<file path="src/sv/tlpqs_pkg.sv">
package tlpqs_pkg;

  localparam int TIME_BITS = 32;

  localparam logic CMD_ARRIVAL = 1'b0;
  localparam logic CMD_TICK    = 1'b1;

  localparam logic CLASS_USER   = 1'b0;
  localparam logic CLASS_SYSTEM = 1'b1;

  typedef struct packed {
    logic push;
    logic pop;
    logic rd;
  } q_ctrl_t;

  typedef struct packed {
    logic empty;
    logic full;
  } q_status_t;

endpackage

</file>
<file path="src/sv/two_level_preemptive_queue_scheduler.sv">
// Two-level preemptive task scheduler, one time unit per tick item.
// Input stream (s_*): tuser selects the item kind, arrival or tick. An
// arrival puts (task_id, burst_len) at the tail of the system or user queue
// and gives no result; a full queue drops it and sets the sticky overflow
// flag. A tick preempts a running user task when system work waits and
// the user queue has room, fills an idle slot from the system queue first,
// runs the chosen task one unit and gives one result item on m_*.
// Flow: an arrival is taken in ST_IDLE and the stream stays ready for the
// next item; a tick drops s_tready until its update in ST_TICK, as the
// queue memories read through a register (head read on accept).
// The result sits in an output register; a tick is accepted while an
// earlier result still waits, and its update cycle holds until that
// register drains. Arrivals wait on a stalled receiver only behind a tick.
// Reset (rst, synchronous): queues empty, no task running, time zero,
// overflow clear. Queue memory contents are not cleared.
module two_level_preemptive_queue_scheduler #(
  parameter int QUEUE_DEPTH = 64,
  parameter int ID_BITS     = 16,
  parameter int BURST_BITS  = 16
) (
  input  logic clk,
  input  logic rst,
  input  logic s_tvalid,
  output logic s_tready,
  // task_id, burst_len, is_system, zero pad
  input  logic [((ID_BITS + BURST_BITS + 1 + 7) / 8) * 8 - 1:0] s_tdata,
  // cmd
  input  logic s_tuser,
  output logic m_tvalid,
  input  logic m_tready,
  // busy_res, running_id, slot_time, finished, overflow_seen, zero pad
  output logic [((ID_BITS + tlpqs_pkg::TIME_BITS + 3 + 7) / 8) * 8 - 1:0] m_tdata
);
  import tlpqs_pkg::*;

  localparam int EW    = ID_BITS + BURST_BITS;
  localparam int OUT_W = ((ID_BITS + TIME_BITS + 3 + 7) / 8) * 8;

  typedef enum logic {ST_IDLE, ST_TICK} state_t;

  state_t                state;
  logic                  run_valid;
  logic                  run_sys;
  logic [ID_BITS-1:0]    run_id;
  logic [BURST_BITS-1:0] run_rem;
  logic [TIME_BITS-1:0]  clock_time;
  logic                  overflow;

  logic                  accept, arrival, tick_req, tick_go;
  logic [ID_BITS-1:0]    in_id;
  logic [BURST_BITS-1:0] in_burst, in_rem;
  logic                  in_sys;
  logic [EW-1:0]         in_entry, user_wdata, sys_rdata, user_rdata;
  q_ctrl_t               sys_ctrl, user_ctrl;
  q_status_t             sys_st, user_st;
  logic                  preempt, run_kept, pop_sys, pop_user;
  logic                  busy, done, cur_sys;
  logic [ID_BITS-1:0]    cur_id, out_id;
  logic [BURST_BITS-1:0] cur_rem;

  assign s_tready = (state == ST_IDLE);
  assign accept   = s_tvalid && s_tready;
  assign arrival  = accept && (s_tuser == CMD_ARRIVAL);
  assign tick_req = accept && (s_tuser == CMD_TICK);
  assign tick_go  = (state == ST_TICK) && (!m_tvalid || m_tready);

  assign in_id    = s_tdata[ID_BITS-1:0];
  assign in_burst = s_tdata[EW-1:ID_BITS];
  assign in_sys   = s_tdata[EW];
  assign in_rem   = (in_burst == '0) ? BURST_BITS'(1) : in_burst;
  assign in_entry = {in_id, in_rem};

  assign preempt  = run_valid && (run_sys == CLASS_USER) && !sys_st.empty && !user_st.full;
  assign run_kept = run_valid && !preempt;
  assign pop_sys  = tick_go && !run_kept && !sys_st.empty;
  assign pop_user = tick_go && !run_kept && sys_st.empty && !user_st.empty;

  assign sys_ctrl.push  = arrival && (in_sys == CLASS_SYSTEM);
  assign sys_ctrl.pop   = pop_sys;
  assign sys_ctrl.rd    = tick_req;
  assign user_ctrl.push = (arrival && (in_sys == CLASS_USER)) || (tick_go && preempt);
  assign user_ctrl.pop  = pop_user;
  assign user_ctrl.rd   = tick_req;
  assign user_wdata     = (state == ST_TICK) ? {run_id, run_rem} : in_entry;

  tlpqs_queue #(.DEPTH(QUEUE_DEPTH), .WIDTH(EW)) u_sys_q (
    .clk(clk), .rst(rst), .ctrl(sys_ctrl), .wdata(in_entry),
    .rdata(sys_rdata), .status(sys_st)
  );

  tlpqs_queue #(.DEPTH(QUEUE_DEPTH), .WIDTH(EW)) u_user_q (
    .clk(clk), .rst(rst), .ctrl(user_ctrl), .wdata(user_wdata),
    .rdata(user_rdata), .status(user_st)
  );

  always_comb begin
    cur_sys = run_sys;
    cur_id  = run_id;
    cur_rem = run_rem;
    if (!run_kept && !sys_st.empty) begin
      cur_sys = CLASS_SYSTEM;
      cur_id  = sys_rdata[EW-1:BURST_BITS];
      cur_rem = sys_rdata[BURST_BITS-1:0];
    end else if (!run_kept && !user_st.empty) begin
      cur_sys = CLASS_USER;
      cur_id  = user_rdata[EW-1:BURST_BITS];
      cur_rem = user_rdata[BURST_BITS-1:0];
    end
  end

  assign busy   = run_kept || !sys_st.empty || !user_st.empty;
  assign done   = busy && (cur_rem <= BURST_BITS'(1));
  assign out_id = busy ? cur_id : '0;

  always_ff @(posedge clk) begin
    if (rst) begin
      state      <= ST_IDLE;
      run_valid  <= 1'b0;
      run_sys    <= CLASS_USER;
      run_id     <= '0;
      run_rem    <= '0;
      clock_time <= '0;
      overflow   <= 1'b0;
      m_tvalid   <= 1'b0;
    end else begin
      case (state)
        ST_IDLE: begin
          if (m_tready) begin
            m_tvalid <= 1'b0;
          end
          if (arrival && ((in_sys == CLASS_SYSTEM) ? sys_st.full : user_st.full)) begin
            overflow <= 1'b1;
          end
          if (tick_req) begin
            state <= ST_TICK;
          end
        end
        ST_TICK: begin
          if (tick_go) begin
            run_valid  <= busy && !done;
            run_sys    <= cur_sys;
            run_id     <= cur_id;
            run_rem    <= done ? '0 : cur_rem - BURST_BITS'(1);
            clock_time <= clock_time + TIME_BITS'(1);
            m_tvalid   <= 1'b1;
            m_tdata    <= OUT_W'({overflow, done, clock_time, out_id, busy});
            state      <= ST_IDLE;
          end
        end
        default: state <= ST_IDLE;
      endcase
    end
  end

  a_sys_not_preempted: assert property (@(posedge clk) disable iff (rst)
    (tick_go && run_valid && (run_sys == CLASS_SYSTEM) && (run_rem > BURST_BITS'(1)))
    |=> run_valid && (run_sys == CLASS_SYSTEM) && (run_id == $past(run_id)))
    else $error("system task lost its slot");

  a_time_step: assert property (@(posedge clk) disable iff (rst)
    tick_go |=> clock_time == $past(clock_time) + TIME_BITS'(1))
    else $error("time did not advance on tick");

  a_idle_means_empty: assert property (@(posedge clk) disable iff (rst)
    (tick_go && !busy) |-> (sys_st.empty && user_st.empty && !run_valid))
    else $error("idle slot with work pending");

  a_tick_then_update: assert property (@(posedge clk) disable iff (rst)
    tick_req |=> state == ST_TICK)
    else $error("tick item not processed");

endmodule

</file>
<file path="src/sv/tlpqs_queue.sv">
module tlpqs_queue #(
  parameter int DEPTH = 64,
  parameter int WIDTH = 32
) (
  input  logic                clk,
  input  logic                rst,
  input  tlpqs_pkg::q_ctrl_t  ctrl,
  input  logic [WIDTH-1:0]    wdata,
  output logic [WIDTH-1:0]    rdata,
  output tlpqs_pkg::q_status_t status
);
  import tlpqs_pkg::*;

  localparam int AW = (DEPTH > 1) ? $clog2(DEPTH) : 1;
  localparam int CW = $clog2(DEPTH + 1);
  localparam int SW = AW + 1;

  logic [WIDTH-1:0] mem [DEPTH];
  logic [AW-1:0]    head;
  logic [CW-1:0]    count;
  logic [SW-1:0]    tail_sum;
  logic [AW-1:0]    tail;
  logic             push_ok;

  assign status.empty = (count == '0);
  assign status.full  = (count == CW'(DEPTH));
  assign push_ok      = ctrl.push && !status.full;

  assign tail_sum = SW'(head) + SW'(count);
  assign tail     = (tail_sum >= SW'(DEPTH)) ? AW'(tail_sum - SW'(DEPTH)) : AW'(tail_sum);

  always_ff @(posedge clk) begin
    if (push_ok) begin
      mem[tail] <= wdata;
    end
    if (ctrl.rd) begin
      rdata <= mem[head];
    end
  end

  always_ff @(posedge clk) begin
    if (rst) begin
      head  <= '0;
      count <= '0;
    end else begin
      if (ctrl.pop) begin
        head <= (head == AW'(DEPTH - 1)) ? '0 : head + AW'(1);
      end
      case ({push_ok, ctrl.pop})
        2'b10:   count <= count + CW'(1);
        2'b01:   count <= count - CW'(1);
        default: count <= count;
      endcase
    end
  end

  a_pop_nonempty: assert property (@(posedge clk) disable iff (rst)
    ctrl.pop |-> !status.empty) else $error("pop from empty queue");

  a_count_bound: assert property (@(posedge clk) disable iff (rst)
    count <= CW'(DEPTH)) else $error("queue count beyond depth");

  a_push_count: assert property (@(posedge clk) disable iff (rst)
    (push_ok && !ctrl.pop) |=> count == $past(count) + CW'(1))
    else $error("push did not raise count");

  a_pop_count: assert property (@(posedge clk) disable iff (rst)
    (ctrl.pop && !push_ok) |=> count == $past(count) - CW'(1))
    else $error("pop did not lower count");

endmodule
</file>
<file path="config.mk">
export PLATFORM = sky130hd
export DESIGN_NAME = two_level_preemptive_queue_scheduler
export DESIGN_NICKNAME = d
export VERILOG_FILES = /design/src/sv/tlpqs_pkg.sv /design/src/sv/two_level_preemptive_queue_scheduler.sv /design/src/sv/tlpqs_queue.sv
export SDC_FILE = /design/constraint.sdc
export NUM_CORES = 2
export LEC_CHECK = 0
export BUFFER_PORTS_ARGS = -buffer_cell sky130_fd_sc_hd__buf_4
export CAP_MARGIN = 20
export CORE_UTILIZATION = 40
export DETAILED_ROUTE_END_ITERATION = 8
export HOLD_SLACK_MARGIN = 0.08
export MAX_ROUTING_LAYER = met4
export PLACE_DENSITY = 0.55
export SLEW_MARGIN = 20
export SYNTH_ARGS = -nofsm -noshare
export SYNTH_HDL_FRONTEND = slang
export SYNTH_SLANG_ARGS = --single-unit
</file>
<file path="constraint.sdc">
create_clock -name clk -period 6.91 [get_ports clk]
set_clock_uncertainty 0.15 [all_clocks]
set_input_delay 0 -clock clk [delete_from_list [all_inputs] [get_ports clk]]
set_output_delay 0 -clock clk [all_outputs]
set_load 0.02 [all_outputs]
</file>
[Word level (Yosys, flattened, before mapping)]
Memories as Yosys holds them, arrays and structs flattened. A register that Yosys moved wholly into a read port is not among the register bits.
Cells that the tools add are included.
Word-level totals
  bits in writable memories: 4096
  output and inout bits: 58
  input bits: 45
  flip-flop bits (word level): 146
  memories: 2
Memory list
  u_sys_q.mem: depth 64, width 32, read ports 1, clocked after memory_dff 1, wr ports 1, RTL line tlpqs_queue.sv:18  | logic [WIDTH-1:0] mem [DEPTH];
  u_user_q.mem: depth 64, width 32, read ports 1, clocked after memory_dff 1, wr ports 1, RTL line tlpqs_queue.sv:18
Operators by class
  order comparisons: 3
  equal/unequal tests: 10
  reduce and logical (&&, ||, !) cells: 45
  add/subtract/negate cells: 12
  multiplexer cells: 26
  bitwise logic cells: 5
Operators by type and width (number)
  2-to-1 mux 16 bit: 6
  adder 32 x 1 -> 32 bit, second input constant: 1
  2-to-1 mux 32 bit: 1
  one-hot mux 7 bit (2 select lines): 2
  2-to-1 mux 6 bit: 4
  logical AND 1 bit: 22
  <= comparator 16 x 1 -> 1 bit, second input constant: 1
  logical NOT 16 bit: 1
  subtractor 16 x 1 -> 16 bit, second input constant: 1
  adder 6 x 7 -> 7 bit: 2
  adder 7 x 1 -> 7 bit, second input constant: 2
  == test 7 bit, second input constant: 2
  greater-or-equal comparator 7 bit, second input constant: 2
  logical NOT 7 bit: 2
  subtractor 7 x 1 -> 7 bit, second input constant: 2
  adder 6 x 1 -> 6 bit, second input constant: 2
  == test 6 bit, second input constant: 2
  subtractor 6 x 1 -> 6 bit, second input constant: 2
  2-to-1 mux 1 bit: 11
  logical NOT 1 bit: 8
  AND reduction 2 bit: 3
  AND reduction 3 bit: 2
  nonzero test 2 bit: 3
  NOT 1 bit: 5
  5 further kinds: 12

[Longest topological paths before layout]
  depth after elaboration: 14
  mapped depth: 19

[Cells and area by module]
From an unflattened synthesis, not the netlist that was laid out.
Unflattened totals
  cells, all modules: 7801
  area total of the unflattened synthesis: 166916.3 µm²
By module, submodules not included
  tlpqs_queue: times used 2, cells each 3593, area an instance 80488.4 µm²
  two_level_preemptive_queue_scheduler: times used 1, cells each 615, area an instance 5939.4 µm²

[Least setup slack after synthesis]
Ideal clock, no wire load.
  kind: register to register
  start: reg u_user_q.count[1]
  end: reg u_sys_q.count[6]
  cell stages (with the launch flop): 20
  data required time: 6.690 ns
  setup slack: 2.927 ns
  clock period less this slack: 3.983 ns
  arrival: 3.763 ns
  setup time: 0.070 ns
  cells stage by stage: dfxtp_1 nor4_4 a31o_1 buf_6 a21o_4 buf_8 buf_2 buf_1 nor2_1 ha_1 inv_1 fa_1 nor2b_1 o21ai_0 nand2b_1 a21o_1 a21oi_1 xnor2_1 or3_1 a21oi_1
Between the ends
  longest elaborated chain between the ends: 10
  elaborated cells between the ends (all ways): 12
RTL lines
  start: declaration: RTL line tlpqs_queue.sv:20  | logic [CW-1:0] count;
  start signal: assignment: RTL line tlpqs_queue.sv:50  | 2'b10: count <= count + CW'(1);
  start signal: assignment: RTL line tlpqs_queue.sv:51  | 2'b01: count <= count - CW'(1);
  start signal: assignment: RTL line tlpqs_queue.sv:52  | default: count <= count;
  == test 7 bit *: RTL line tlpqs_queue.sv:26  | assign status.full = (count == CW'(DEPTH));
  logical NOT 1 bit *: RTL line two_level_preemptive_queue_scheduler.sv:73  | assign preempt = run_valid && (run_sys == CLASS_USER) && !sys_st.empty && !user_st.full;
  logical AND 1 bit *: RTL line two_level_preemptive_queue_scheduler.sv:73
  logical NOT 1 bit *: RTL line two_level_preemptive_queue_scheduler.sv:74  | assign run_kept = run_valid && !preempt;
  logical AND 1 bit *: RTL line two_level_preemptive_queue_scheduler.sv:74
  logical NOT 1 bit *: RTL line two_level_preemptive_queue_scheduler.sv:75  | assign pop_sys = tick_go && !run_kept && !sys_st.empty;
  logical AND 1 bit * (2 in a row): RTL line two_level_preemptive_queue_scheduler.sv:75
  net pop_sys: RTL line two_level_preemptive_queue_scheduler.sv:56  | logic preempt, run_kept, pop_sys, pop_user;
  == test 2 x 1 -> 1 bit or == test 2 bit (tied branches): RTL line tlpqs_queue.sv:49  | case ({push_ok, ctrl.pop})
  one-hot mux 7 bit (2 select lines) or nonzero test 2 bit (tied branches)
  end signal: assignment: RTL line tlpqs_queue.sv:50
  end signal: assignment: RTL line tlpqs_queue.sv:51
  end signal: assignment: RTL line tlpqs_queue.sv:52
  end: declaration: RTL line tlpqs_queue.sv:20
The timed path passes the listed nets; every way through them passes the cells marked *.
A chain may end at the register's enable or synchronous reset.

[Final worst setup path]
  start: reg u_user_q.head[1]
  end: mem u_user_q.mem[38][25], enable pin
Between the ends
  longest elaborated chain between the ends: 3
  elaborated cells between the ends (all ways): 4
RTL lines
  start: declaration: RTL line tlpqs_queue.sv:19  | logic [AW-1:0] head;
  start signal: assignment: RTL line tlpqs_queue.sv:47  | head <= (head == AW'(DEPTH - 1)) ? '0 : head + AW'(1);
  adder 6 x 7 -> 7 bit *: RTL line tlpqs_queue.sv:29  | assign tail_sum = SW'(head) + SW'(count);
  subtractor 6 x 1 -> 6 bit or greater-or-equal comparator 7 bit (tied branches): RTL line tlpqs_queue.sv:30  | assign tail = (tail_sum >= SW'(DEPTH)) ? AW'(tail_sum - SW'(DEPTH)) : AW'(tail_sum);
  2-to-1 mux 6 bit *: RTL line tlpqs_queue.sv:30
  end: declaration: RTL line tlpqs_queue.sv:18
Every way passes the cells marked *; elsewhere a longest branch is shown, timed or not.

==> metrics.md <==
| Metric | Value |
|---|---|
| H-tree levels | `5` |
| Final WS setup | `between 1500 and 2000 ps` |
| Synth cell types | `62` |
| Outcome | `completed` |
| Gpl congestion | `0.8189` |
| Switching Share | `approximately a fifth` |
| Syn. warnings | `0` |
| CTS tree | `built` |
| Fin. max-slew vios | `0` |
| CTS Root Cell | `clkbuf_16` |
| Global route overflow | `0` |
| Initial antenna violation count | `48` |
| Cts bufs inserted | `424` |
| Measured slew at the worst slew-check pin | `1170 ps` |
| Mean routed wirelength per cell | `30.85 um` |
| CP Launch Point | `u_user_q.head[1]` |
| RSZ-0062 raised after global routing | `no` |
| Min Tclk post-route | `4992 ps` |
| Critical Path Sink Type | `register` |
| Startpoint Class | `register` |
| GRT Util Overall | `19.95%` |
| Setup_tns | `0 ps` |
| Slew headroom | `21.79%` |
| Worst-path fanout max | `48` |
| Max-cap violations | `0` |
| Die width | `644.0 um` |
| Logic pwr share | `2.4%` |
| #FFs+latches synth | `4306` |
| Worst path required time | `roughly 7400 ps` |
| Drc violations | `0` |
| Clock latency on the worst-skew pair | `about 1000 ps` |
| Most common cell after layout, fill and taps aside | `edfxtp_1` |
| Peak Freq | `200.3 MHz` |
| Placed cells | `12230` |
| Routed via count | `~74000` |
| Largest net degree at the start of global routing | `125` |
| Peak supply drop | `218.4 uV` |
| Setup Buffers After CTS | `0` |
| Part of the power in registers | `54.9%` |
| Final hold viol count | `0` |
| Number of global-route vias before repair | `76940` |
| Die Area | `414700 sq um` |
| Post-DRT Antenna Nets | `0` |
| Initial core utilization | `between 40% and 50%` |
| Main combinational cell family by area after synthesis | `multiplexers` |
| Most frequent cells in the layout | `4211 x edfxtp_1, 1344 x mux4_2, 432 x clkbuf_16` |
| NetSw | `0.01070 W` |
| Fin crit share | `between 70 and 80%` |
| Core ar. | `409900 sq um` |
| Cts hold-fix bufs | `83` |
| Post-synth EDFFs | `4211` |
| Via/cell ratio | `between 5 and 6` |
| P_int | `roughly 0.042 W` |
| Mapped Cells | `6827` |
| Layout Utilization | `45.97%` |
| Synth Area per Inst | `24.15 sq um` |
| Async S/R FF share, synth | `0%` |
| Final setup vio count | `0` |
| Final Non-Filler Cells | `13100` |
| Post-synthesis adder-cell area fraction | `0.2535%` |
| # rows | `235` |
| R2R Path Start | `u_user_q.head[1]` |
| Post-Synth Simple-Gate Area | `1.192%` |
| Die span in y | `644.0 um` |
| Multiplexer share of the synthesized area | `18.61%` |
| First-pass GRT wire length | `577.6 mm` |
| Share of post-route cells with drive strength above 1 | `32.24%` |
| Starting DRT DRC Count | `7676` |
| Compound-Gate Fraction of Synth Area | `0.7886%` |
| XOR/XNOR Fraction of Synth Area | `less than 1%` |
| Hold path startpoint | `s_tdata[27]` |
| Sequential cell area fraction in the yosys report | `between 70% and 80%` |
| CTS max path bufs | `4` |
| Total Routed Length | `404.2 mm` |
| Ys flop type | `edfxtp_1` |
| Class of the worst hold path | `primary input to register` |
| PortBufs | `90` |
| Place WS | `1738 ps` |
| Hpwl dp | `234.4 mm` |
| Clock group share of total power | `between 40% and 50%` |
| Crit Path Class | `register to register` |
| Nets@finish | `7370` |
| Io pins | `between 100 and 150` |
| Synth-to-layout area growth | `14.29%` |
| Arrival @ worst endpoint | `5490 ps` |
| DR pass1 iterations | `5` |
| Pleak | `55.86 nW` |
| Cts repair resizes | `0` |
| Clk sinks | `4306` |
| Synth Cell Area | `164900 sq um` |
| PwrDens | `278.5 nW/um^2` |
| Register clock-pin slew on the reported worst setup and hold paths | `60 ps` |
routing by layer:
metal	up-vias	global-route usage [%]	routed length, um
met2	2143	32.82	204600
met1	40710	26.51	167300
met4	0	5.183	10940
li1	30390	-	-
met3	579	2.503	21330
met5	-	-	0
worst max-delay path, stage by stage (launching register included):
cell      delay, ps
dfxtp_4         830
ha_1            370
a21o_1          190
a21oi_1         320
o21bai_1        100
a21oi_1         280
xor2_1          530
nand2_1         600
nor2_4          900
buf_4           400
kinds of logic after synthesis:
group                      after synthesis
xor gates and xnor gates                75
muxes                                 1381
other                                    1
and+or+nand+nor                        453
AOI/OAI and AO/OA                      200
adders and majority gates               31
buffers and inverters                  380
DFF                                   4306
cells in the mapped netlist (2+ instances only):
cell type	instances	area, sq um
and3_1	15	93.84
or3_1	9	56.30
ha_1	27	337.8
buf_4	5	37.54
inv_1	14	52.55
nand4_1	11	68.82
nor2b_1	8	50.05
a21o_1	13	97.59
xor2_1	40	350.3
and2_1	2	12.51
o21ai_0	37	185.2
fa_1	4	80.08
buf_2	4	20.02
a31oi_1	23	143.9
nand3_1	30	150.1
buf_1	86	322.8
nand2_1	102	382.9
o211ai_1	2	15.01
a41o_1	3	30.03
nand2b_1	5	31.28
o21ai_2	10	87.58
o21bai_1	2	15.01
a21oi_1	46	230.2
buf_6	2	22.52
dfxtp_1	95	1902
xnor2_1	35	306.5
mux2_2	33	371.6
a211oi_1	32	240.2
nand3b_1	3	22.52
nor3_1	8	40.04
a31o_2	2	17.52
nor2_1	245	919.6
clkbuf_1	268	1006
nor4_1	6	37.54
mux2i_1	4	40.04
mux4_2	1344	30270
o2bb2ai_1	2	17.52
o22ai_1	16	100.1
edfxtp_1	4211	126500
final timing paths:
path | to | slack (ps) | depth (start not counted)
max reg2reg | u_user_q.mem[38][25] | 1920 | 9
min reg2reg | m_tdata[48] | 310 | 0
max | u_user_q.mem[38][25] | 1920 | 9
min | u_sys_q.mem[50][11] | 110 | 2
layout make-up:
cell class              instances  area (sq um)
flip-flops and latches       4306        128400
clock buffers                 526         11220
diodes                         12         30.03
repair buffers                403          3724
clock inverters               243          2069
multi-input cells            2145         36100
well taps                    5451          6820
inverters                      14         52.55
fillers                     33550        221500
metrics by stage:
| step | total power, W | area (sq um) | hold slack, ps |
|---|---|---|---|
| 2_1_floorplan | 0.03000 | 164900 | -51.13 |
| 3_3_place_gp | 0.03051 | 173800 | 251.8 |
| 3_5_place_dp | 0.03056 | 174000 | 250.2 |
| 4_1_cts | 0.05291 | 188300 | 81.72 |
| 5_1_grt | 0.05391 | 188400 | 148.1 |
| 6_report | 0.05247 | 188400 | 107.0 |
power groups by stage:
stage	registers, W	logic (W)	clock network [W]
5_1_grt	0.0288	0.00133	0.0238
4_1_cts	0.0288	0.00125	0.0228
3_5_place_dp	0.0294	0.00117	0
2_1_floorplan	0.0294	0.000649	0
6_report	0.0288	0.00124	0.0224
3_3_place_gp	0.0294	0.00112	0
state kept, by name, summed over array words and instances (netlist names), 16 cells and up:
signal / count
clock_time: 32
m_tdata: 51
run_id: 16
run_rem: 16
u_sys_q.mem: 2048
u_sys_q.rdata: 32
u_user_q.mem: 2048
u_user_q.rdata: 32
No activity file was read; power rests on OpenSTA's default activity.
